[src/hw/rtl/prct_pkg.sv]
// ----------------------------------------------------------------------------
// prct_pkg: shared types and constants of the rotation column tracker
// Payload structs, job classification, register indexes and reset values.
// ----------------------------------------------------------------------------
`default_nettype none

package prct_pkg;

  // Angular resolution of the display
  localparam int NUM_COLUMNS = 256;
  localparam int COL_W       = (NUM_COLUMNS > 1) ? $clog2(NUM_COLUMNS) : 1;
  localparam int HALF_COLS   = NUM_COLUMNS / 2;

  // elapsed * NUM_COLUMNS fits in 48 + COL_W bits; one quotient bit per step
  localparam int TIME_W = 48;
  localparam int PROD_W = TIME_W + COL_W;
  localparam int CNT_W  = $clog2(PROD_W);

  localparam int CFG_W = 24;

  // Depth of the queue between front and back
  localparam int QUEUE_DEPTH = 2;

  // Reset values
  localparam logic [CFG_W-1:0]  MIN_PERIOD_RST    = 24'd10000;
  localparam logic [CFG_W-1:0]  ANIM_INTERVAL_RST = 24'd20000;
  localparam logic [TIME_W-1:0] TURN_PERIOD_RST   = 48'd3000000;

  // Configuration register indexes
  typedef enum logic {
    CFG_MIN_PERIOD    = 1'b0,
    CFG_ANIM_INTERVAL = 1'b1
  } cfg_index_t;

  typedef struct packed {
    logic [CFG_W-1:0] min_period;
    logic [CFG_W-1:0] anim_interval;
  } cfg_t;

  typedef struct packed {
    logic              action;
    logic [TIME_W-1:0] now_us;
  } in_item_t;

  typedef struct packed {
    logic              edge_accepted;
    logic [TIME_W-1:0] measured_period;
    logic              column_new;
    logic [7:0]        column_index;
    logic [7:0]        mirror_column;
    logic              anim_step;
  } out_item_t;

  typedef enum logic {
    JOB_EDGE = 1'b0,
    JOB_POLL = 1'b1
  } job_kind_t;

  typedef struct packed {
    job_kind_t         kind;
    logic [TIME_W-1:0] now_us;
  } job_t;

  // Column half a turn away
  function automatic logic [COL_W-1:0] mirror_of(input logic [COL_W-1:0] col);
    logic [COL_W:0] sum;
    sum = {1'b0, col} + (COL_W+1)'(HALF_COLS);
    if (sum >= (COL_W+1)'(NUM_COLUMNS)) begin
      sum = sum - (COL_W+1)'(NUM_COLUMNS);
    end
    return sum[COL_W-1:0];
  endfunction

endpackage

`default_nettype wire

[src/hw/rtl/prct_front.sv]
// ----------------------------------------------------------------------------
// prct_front: input stage
// Accept input beats, classify them as edge or poll jobs, push to the queue.
// ----------------------------------------------------------------------------
`default_nettype none

module prct_front (
  input  wire                  clk,
  input  wire                  rst_n,
  input  wire                  in_valid,
  output logic                 in_ready,
  input  prct_pkg::in_item_t   in_item,
  output logic                 push_valid,
  input  wire                  push_ready,
  output prct_pkg::job_t       push_job
);

  logic           front_valid_r;
  prct_pkg::job_t job_r;
  prct_pkg::job_t job_class;

  always_comb begin
    job_class.kind   = in_item.action ? prct_pkg::JOB_POLL : prct_pkg::JOB_EDGE;
    job_class.now_us = in_item.now_us;
  end

  // Take a new beat whenever the holding register is empty or empties this cycle
  assign in_ready   = !front_valid_r || push_ready;
  assign push_valid = front_valid_r;
  assign push_job   = job_r;

  always_ff @(posedge clk) begin
    if (!rst_n) begin
      front_valid_r <= 1'b0;
    end else if (in_valid && in_ready) begin
      front_valid_r <= 1'b1;
    end else if (push_ready) begin
      front_valid_r <= 1'b0;
    end
  end

  always_ff @(posedge clk) begin
    if (in_valid && in_ready) begin
      job_r <= job_class;
    end
  end

endmodule

`default_nettype wire

[src/hw/rtl/prct_queue.sv]
// ----------------------------------------------------------------------------
// prct_queue: job queue
// Small FIFO of classified jobs between the front and back stages.
// ----------------------------------------------------------------------------
`default_nettype none

module prct_queue (
  input  wire             clk,
  input  wire             rst_n,
  input  wire             push_valid,
  output logic            push_ready,
  input  prct_pkg::job_t  push_job,
  output logic            pop_valid,
  input  wire             pop_ready,
  output prct_pkg::job_t  pop_job
);

  localparam int PTR_W = (prct_pkg::QUEUE_DEPTH > 1) ? $clog2(prct_pkg::QUEUE_DEPTH) : 1;
  localparam int CNT_W = $clog2(prct_pkg::QUEUE_DEPTH + 1);

  prct_pkg::job_t   entries_r [prct_pkg::QUEUE_DEPTH];
  logic [PTR_W-1:0] wr_ptr_r;
  logic [PTR_W-1:0] rd_ptr_r;
  logic [CNT_W-1:0] count_r;
  logic             do_push;
  logic             do_pop;

  assign push_ready = (count_r != CNT_W'(prct_pkg::QUEUE_DEPTH));
  assign pop_valid  = (count_r != '0);
  assign pop_job    = entries_r[rd_ptr_r];
  assign do_push    = push_valid && push_ready;
  assign do_pop     = pop_valid && pop_ready;

  function automatic logic [PTR_W-1:0] ptr_inc(input logic [PTR_W-1:0] ptr);
    return (ptr == PTR_W'(prct_pkg::QUEUE_DEPTH - 1)) ? '0 : ptr + 1'b1;
  endfunction

  always_ff @(posedge clk) begin
    if (!rst_n) begin
      wr_ptr_r <= '0;
      rd_ptr_r <= '0;
      count_r  <= '0;
    end else begin
      if (do_push) begin
        wr_ptr_r <= ptr_inc(wr_ptr_r);
      end
      if (do_pop) begin
        rd_ptr_r <= ptr_inc(rd_ptr_r);
      end
      if (do_push && !do_pop) begin
        count_r <= count_r + 1'b1;
      end else if (do_pop && !do_push) begin
        count_r <= count_r - 1'b1;
      end
    end
  end

  always_ff @(posedge clk) begin
    if (do_push) begin
      entries_r[wr_ptr_r] <= push_job;
    end
  end

endmodule

`default_nettype wire

[src/hw/rtl/prct_back.sv]
// ----------------------------------------------------------------------------
// prct_back: execution stage
// Hold the turn state, run edge jobs and the column divide, drive results.
// ----------------------------------------------------------------------------
`default_nettype none

module prct_back (
  input  wire                 clk,
  input  wire                 rst_n,
  input  prct_pkg::cfg_t      cfg,
  input  wire                 pop_valid,
  output logic                pop_ready,
  input  prct_pkg::job_t      pop_job,
  output logic                out_valid,
  input  wire                 out_ready,
  output prct_pkg::out_item_t out_item
);

  localparam int TW = prct_pkg::TIME_W;
  localparam int CW = prct_pkg::COL_W;
  localparam int PW = prct_pkg::PROD_W;

  typedef enum logic [2:0] {
    S_IDLE,
    S_MUL,
    S_DIV,
    S_FIN,
    S_DONE
  } state_t;

  state_t                     state_r;
  logic [TW-1:0]              now_r;
  logic [TW-1:0]              turn_start_r;
  logic [TW-1:0]              turn_period_r;
  logic [CW-1:0]              prev_col_r;
  logic [TW-1:0]              anim_last_r;
  logic [PW-1:0]              dvd_r;
  logic [TW-1:0]              dsr_r;
  logic [TW-1:0]              rem_r;
  logic [CW-1:0]              col_r;
  logic [prct_pkg::CNT_W-1:0] cnt_r;
  logic                       anim_hit_r;
  prct_pkg::out_item_t        res_r;
  logic                       out_valid_r;
  prct_pkg::out_item_t        out_item_r;

  logic          edge_ge;
  logic [TW-1:0] edge_d;
  logic          edge_ok;
  logic [TW-1:0] elapsed;
  logic [PW-1:0] product;
  logic [TW:0]   anim_limit;
  logic          anim_hit;
  logic [TW:0]   rem_sh;
  logic          fits;
  logic [TW-1:0] rem_step;
  logic [CW:0]   col_sh;
  logic [CW-1:0] col_step;
  logic          out_free;
  logic          out_load;

  // Edge: period since the turn start, credible only above the minimum
  assign edge_ge = (pop_job.now_us >= turn_start_r);
  assign edge_d  = pop_job.now_us - turn_start_r;
  assign edge_ok = edge_ge && (edge_d > TW'(cfg.min_period));

  // Poll setup: elapsed time saturates at zero, then scale by the column count
  assign elapsed    = (now_r >= turn_start_r) ? now_r - turn_start_r : '0;
  assign product    = PW'(elapsed) * PW'(prct_pkg::NUM_COLUMNS);
  assign anim_limit = {1'b0, anim_last_r} + (TW+1)'(cfg.anim_interval);
  assign anim_hit   = ({1'b0, now_r} > anim_limit);

  // One restoring divide step; fold the quotient bit into quotient mod columns
  assign rem_sh   = {rem_r, dvd_r[PW-1]};
  assign fits     = (rem_sh >= {1'b0, dsr_r});
  assign rem_step = fits ? TW'(rem_sh - {1'b0, dsr_r}) : rem_sh[TW-1:0];
  assign col_sh   = {col_r, fits};
  assign col_step = (col_sh >= (CW+1)'(prct_pkg::NUM_COLUMNS)) ?
                    CW'(col_sh - (CW+1)'(prct_pkg::NUM_COLUMNS)) : col_sh[CW-1:0];

  assign out_free  = !out_valid_r || out_ready;
  assign out_load  = (state_r == S_DONE) && out_free;
  assign pop_ready = (state_r == S_IDLE);
  assign out_valid = out_valid_r;
  assign out_item  = out_item_r;

  always_ff @(posedge clk) begin
    if (!rst_n) begin
      state_r       <= S_IDLE;
      out_valid_r   <= 1'b0;
      turn_start_r  <= '0;
      turn_period_r <= prct_pkg::TURN_PERIOD_RST;
      prev_col_r    <= '0;
      anim_last_r   <= '0;
    end else begin
      if (out_load) begin
        out_valid_r <= 1'b1;
      end else if (out_valid_r && out_ready) begin
        out_valid_r <= 1'b0;
      end
      unique case (state_r)
        S_IDLE: begin
          if (pop_valid) begin
            if (pop_job.kind == prct_pkg::JOB_EDGE) begin
              if (edge_ok) begin
                turn_period_r <= edge_d;
                turn_start_r  <= pop_job.now_us;
              end
              res_r.edge_accepted   <= edge_ok;
              res_r.measured_period <= edge_ok ? edge_d : turn_period_r;
              res_r.column_new      <= 1'b0;
              res_r.column_index    <= 8'(prev_col_r);
              res_r.mirror_column   <= 8'(prct_pkg::mirror_of(prev_col_r));
              res_r.anim_step       <= 1'b0;
              state_r               <= S_DONE;
            end else begin
              now_r   <= pop_job.now_us;
              state_r <= S_MUL;
            end
          end
        end
        S_MUL: begin
          dvd_r      <= product;
          dsr_r      <= (turn_period_r == '0) ? TW'(1) : turn_period_r;
          rem_r      <= '0;
          col_r      <= '0;
          cnt_r      <= prct_pkg::CNT_W'(PW - 1);
          anim_hit_r <= anim_hit;
          state_r    <= S_DIV;
        end
        S_DIV: begin
          rem_r <= rem_step;
          col_r <= col_step;
          dvd_r <= {dvd_r[PW-2:0], 1'b0};
          cnt_r <= cnt_r - 1'b1;
          if (cnt_r == '0) begin
            state_r <= S_FIN;
          end
        end
        S_FIN: begin
          prev_col_r <= col_r;
          if (anim_hit_r) begin
            anim_last_r <= now_r;
          end
          res_r.edge_accepted   <= 1'b0;
          res_r.measured_period <= turn_period_r;
          res_r.column_new      <= (col_r != prev_col_r);
          res_r.column_index    <= 8'(col_r);
          res_r.mirror_column   <= 8'(prct_pkg::mirror_of(col_r));
          res_r.anim_step       <= anim_hit_r;
          state_r               <= S_DONE;
        end
        S_DONE: begin
          if (out_free) begin
            out_item_r <= res_r;
            state_r    <= S_IDLE;
          end
        end
        default: begin
          state_r <= S_IDLE;
        end
      endcase
    end
  end

endmodule

`default_nettype wire

[src/hw/rtl/pov_rotation_column_tracker.sv]
// ----------------------------------------------------------------------------
// pov_rotation_column_tracker: angular column tracker for a spinning display
// An edge beat passes the front register, the queue and the back stage
//   on to the result register; a poll beat also runs the column divider
//   in the back stage, one quotient bit per cycle.
// The back stage holds one beat in flight at a time and takes the next job
//   from the queue only once it has returned to idle.
// Reset: synchronous active-low; clears the queue, the turn state and the
//   configuration registers to their defaults, no clearing pass.
// ----------------------------------------------------------------------------
`default_nettype none

module pov_rotation_column_tracker (
  input  wire                        clk,
  input  wire                        rst_n,
  // input channel
  input  wire                        in_valid,
  output logic                       in_ready,
  input  prct_pkg::in_item_t         in_item,
  // result channel
  output logic                       out_valid,
  input  wire                        out_ready,
  output prct_pkg::out_item_t        out_item,
  // configuration write channel
  input  wire                        cfg_valid,
  output logic                       cfg_ready,
  input  prct_pkg::cfg_index_t       cfg_index,
  input  wire [prct_pkg::CFG_W-1:0]  cfg_data
);

  // Configuration registers. Writes must arrive only while the block is idle;
  // the block does not enforce this. The back stage reads them directly, no shadow copy.
  prct_pkg::cfg_t cfg_r;

  logic           push_valid;
  logic           push_ready;
  prct_pkg::job_t push_job;
  logic           pop_valid;
  logic           pop_ready;
  prct_pkg::job_t pop_job;

  // Every configuration beat is taken at once
  assign cfg_ready = 1'b1;

  always_ff @(posedge clk) begin
    if (!rst_n) begin
      cfg_r.min_period    <= prct_pkg::MIN_PERIOD_RST;
      cfg_r.anim_interval <= prct_pkg::ANIM_INTERVAL_RST;
    end else if (cfg_valid && cfg_ready) begin
      unique case (cfg_index)
        prct_pkg::CFG_MIN_PERIOD: begin
          cfg_r.min_period <= cfg_data;
        end
        prct_pkg::CFG_ANIM_INTERVAL: begin
          cfg_r.anim_interval <= cfg_data;
        end
        default: begin
          cfg_r <= cfg_r;
        end
      endcase
    end
  end

  // Front: register the beat and tag it as an edge or a poll job
  prct_front u_front (
    .clk        (clk),
    .rst_n      (rst_n),
    .in_valid   (in_valid),
    .in_ready   (in_ready),
    .in_item    (in_item),
    .push_valid (push_valid),
    .push_ready (push_ready),
    .push_job   (push_job)
  );

  // Queue: decouple the front from the long divide in the back
  prct_queue u_queue (
    .clk        (clk),
    .rst_n      (rst_n),
    .push_valid (push_valid),
    .push_ready (push_ready),
    .push_job   (push_job),
    .pop_valid  (pop_valid),
    .pop_ready  (pop_ready),
    .pop_job    (pop_job)
  );

  // Back: own the turn state, execute jobs in order, hold the result register
  prct_back u_back (
    .clk       (clk),
    .rst_n     (rst_n),
    .cfg       (cfg_r),
    .pop_valid (pop_valid),
    .pop_ready (pop_ready),
    .pop_job   (pop_job),
    .out_valid (out_valid),
    .out_ready (out_ready),
    .out_item  (out_item)
  );

endmodule

`default_nettype wire
[config.mk]
export PLATFORM = sky130hd
export DESIGN_NAME = pov_rotation_column_tracker
export DESIGN_NICKNAME = d
export VERILOG_FILES = /design/src/hw/rtl/prct_pkg.sv /design/src/hw/rtl/prct_front.sv /design/src/hw/rtl/prct_queue.sv /design/src/hw/rtl/prct_back.sv /design/src/hw/rtl/pov_rotation_column_tracker.sv
export SDC_FILE = /design/constraint.sdc
export NUM_CORES = 1
export LEC_CHECK = 0
export ABC_AREA = 1
export BUFFER_PORTS_ARGS = -buffer_cell sky130_fd_sc_hd__buf_2
export CORE_MARGIN = 2
export CORE_UTILIZATION = 30
export CTS_BUF_LIST = sky130_fd_sc_hd__clkbuf_8
export DETAILED_ROUTE_END_ITERATION = 10
export PLACE_DENSITY = 0.43
export SLEW_MARGIN = 40
export SYNTH_ARGS = -nofsm -noshare
export SYNTH_HDL_FRONTEND = slang
export SYNTH_SLANG_ARGS = --single-unit
[constraint.sdc]
create_clock -name clk -period 8.9 [get_ports clk]
set_clock_uncertainty 0.15 [all_clocks]
set_input_delay 0.89 -clock clk [delete_from_list [all_inputs] [get_ports clk]]
set_output_delay 0.89 -clock clk [all_outputs]
set_load 0.01 [all_outputs]
==> qor.csv <==
metric,value,unit
status,"complete, no violations",
clock_sink_count,684,
grt-ovfl-total,0,
synth_flop_cell,edfxtp_1,
max_stage_delay,0.82,ns
dieWidth,368.7,um
leakage,19.63,nW
r2r_slack,2.35,ns
grt_pass1_wl,203500,um
final_cell_mix,"nand2_1, inv_1, edfxtp_1",
drt-initial-drc-count,2150,
wl_per_cell,19.28,um
fillerInstances,14060,
fin_area,0.04551,mm2
hp-class,input port to register,
holdWs,0.1417,ns
crit_arrival,6.97,ns
grtUsageMet1,26.33,%
die-area,0.1359,mm2
slew_headroom,36.26,%
whs_endpoint,cfg_r[33],
worstSetupPathType,register to register,
period_share,73.62,%
max_freq,0.1526,GHz
layout.nets,5482,
ant_nets,0,
power_density,336.9,mW/mm2
die_y,368.7,um
synth_fp_nets,5308,
vias,32980,
rows,133,
holdPathStages,3,
final_util,34.53,%
rsz0062_at_grt,no,
ir_drop,0.0001718,V
worst_ep_required_time,9.32,ns
final_common_cell,nand2_1,
clk_pin_slew,0.06,ns
first_global_vias,32980,
top_usage_layer,met2,
grt_max_degree,98,
netlist_area,0.03990,mm2
cts_setup_buffers,0,
portBuffers,147,
ios,149,
grt_antenna_before_repair,3,
hpwl,104500,um
fin_tns_setup,0,ns
setup_viol,0,
drive_above_1_share,7.752,%
hold_violations,0,
insertion_delay,0.87,ns
grt_use_met3,2.776,%
hp-start,cfg_data[9],
cap_violations,0,
startpoint_type,register,
async_flop_share,0,%
cts_tree,built,
gr-usage-all-layers,19.87,%
crit_top_cell,nand2_1,
ys_types,54,
drt-pass1-iter-count,5,
crit_cells,28,
cp_slowest_cell,dfxtp_2,
cp_top_family,simple AND/OR/NAND/NOR gates,
h-tree-depth,4,
routed_wl,135400,um
gp_congestion,0.9088,
start_util,30.27,%
core-area,0.1318,mm2
min_period,6.552,ns
tightest_slew,0.9462,ns
grt_use_met2,32.35,%
area_growth,14.07,%
cts-root-buf,clkbuf_8,
cp_max_fo,45,
maxSlewViolCount,0,
yosysWarnings,0,
routed_via_density,4.698,
r2r_end,u_back.res_r[19],
reg2reg_depth,28,
cts_buffers,131,
synth_edf_count,474,
ys_ff_latch,684,
totalPowerFinal,15.33,mW
worst_setup_path_end_kind,register,
dpl_cell_area,0.04240,mm2
ys_seq_area_share,46.21,%
cp_num_buf_inv,3,
drc,0,
clock_path_buffers,3,
syn_inst,4983,
postSynthAreaPerCell,8.007,um2
worst register-to-register path: cells and delay by family, from the launching register on:
kind | cells | cell delay, ns
and+or+nand+nor | 19 | 2.93
buffers and inverters | 3 | 0.88
DFF | 1 | 0.82
adders and majority gates | 2 | 0.70
AOI/OAI and AO/OA | 3 | 0.60
xor gates and xnor gates | 1 | 0.20
registers in the layout, indices dropped and copies added (netlist names), 2 cells and up, named ones only:
| name | cells |
|---|---|
| cfg_r | 48 |
| u_back.anim_last_r | 48 |
| u_back.cnt_r | 6 |
| u_back.col_r | 8 |
| u_back.dsr_r | 48 |
| u_back.dvd_r | 48 |
| u_back.now_r | 48 |
| u_back.out_item | 60 |
| u_back.prev_col_r | 8 |
| u_back.rem_r | 48 |
| u_back.res_r | 60 |
| u_back.state_r | 3 |
| u_back.turn_period_r | 48 |
| u_back.turn_start_r | 48 |
| u_front.push_job | 49 |
| u_queue.count_r | 2 |
| u_queue.entries_r | 98 |
cell usage after synthesis, types with 5 or more instances:
cell | n | share of area (%)
clkinv_1 | 20 | 0.19
a21oi_1 | 370 | 4.6
o21ai_0 | 350 | 4.4
nor2_1 | 442 | 4.2
xor2_1 | 99 | 2.2
or2_2 | 11 | 0.17
nand3b_1 | 13 | 0.24
buf_6 | 10 | 0.28
o21a_1 | 15 | 0.28
nand2_1 | 1142 | 11
edfxtp_1 | 474 | 36
ha_1 | 242 | 7.6
clkbuf_1 | 139 | 1.3
buf_2 | 18 | 0.23
o21bai_1 | 19 | 0.36
nor4_1 | 33 | 0.52
buf_4 | 9 | 0.17
nand4_1 | 163 | 2.6
o211ai_1 | 10 | 0.19
dfxtp_1 | 210 | 11
a21o_1 | 18 | 0.34
nand3_1 | 144 | 1.8
a31oi_1 | 26 | 0.41
a21boi_0 | 5 | 0.094
nor3_1 | 42 | 0.53
inv_1 | 828 | 7.8
a211oi_1 | 7 | 0.13
xnor2_1 | 58 | 1.3
buf_1 | 13 | 0.12
routing by layer:
| layer | wire length [um] | vias up | share of wire [%] |
|---|---|---|---|
| li1 | - | 16740 | - |
| met1 | 62450 | 15250 | 46 |
| met2 | 61680 | 779 | 46 |
| met3 | 5785 | 215 | 4.3 |
| met4 | 5467 | 0 | 4.0 |
| met5 | 0 | - | 0 |
logic make-up after synthesis:
group           count (synthesis)  share of synthesized area, %
xor+xnor                      157                         3.447
flops                         684                         46.21
other cells                     1                      0.009399
fa+ha+maj                     246                         7.790
buf+inv                      1039                         10.10
simple gates                 2010                         21.07
compound gates                846                         11.36
how the worst max path moves through the flow:
stage,from,endpoint,slack (ns)
finish,register,u_back.res_r[19],2.35
global route,register,u_back.turn_start_r[32],1.84
floorplan,rst_n,u_back.cnt_r[0],1.23
global placement,register,u_back.res_r[19],1.99
detailed placement,register,u_back.res_r[19],2.38
CTS,register,u_back.turn_start_r[22],2.35
what timing repair did:
action                                 4_1_cts  5_1_grt
hold buffers                                49        0
gates resized for setup                      0        0
endpoints found under the hold margin       49        0
power breakdown:
group / leakage, nW / switching (mW) / internal [mW]
combinational: 12.1 / 5.13 / 2.29
sequential: 6.07 / 0.426 / 4.35
clock: 1.50 / 1.46 / 1.67
through the flow:
step	instances	worst slack [ns]
floorplan	4983	1.235
global placement	6727	1.989
detailed placement	6729	2.375
CTS	7017	2.354
global route	7020	1.838
finish	7021	2.348
layout make-up:
type / count / area (um2) / share of cell area (%)
clock buffers: 148 / 2037 / 4.476
diodes: 3 / 7.507 / 0.01650
clock inverters: 91 / 544.3 / 1.196
repair buffers: 230 / 1548 / 3.401
inverters: 850 / 3196 / 7.021
flip-flops and latches: 684 / 18440 / 40.52
well taps: 1755 / 2196 / 4.825
multi-input cells: 3260 / 17540 / 38.55
Power figures use the tool's default switching activity.
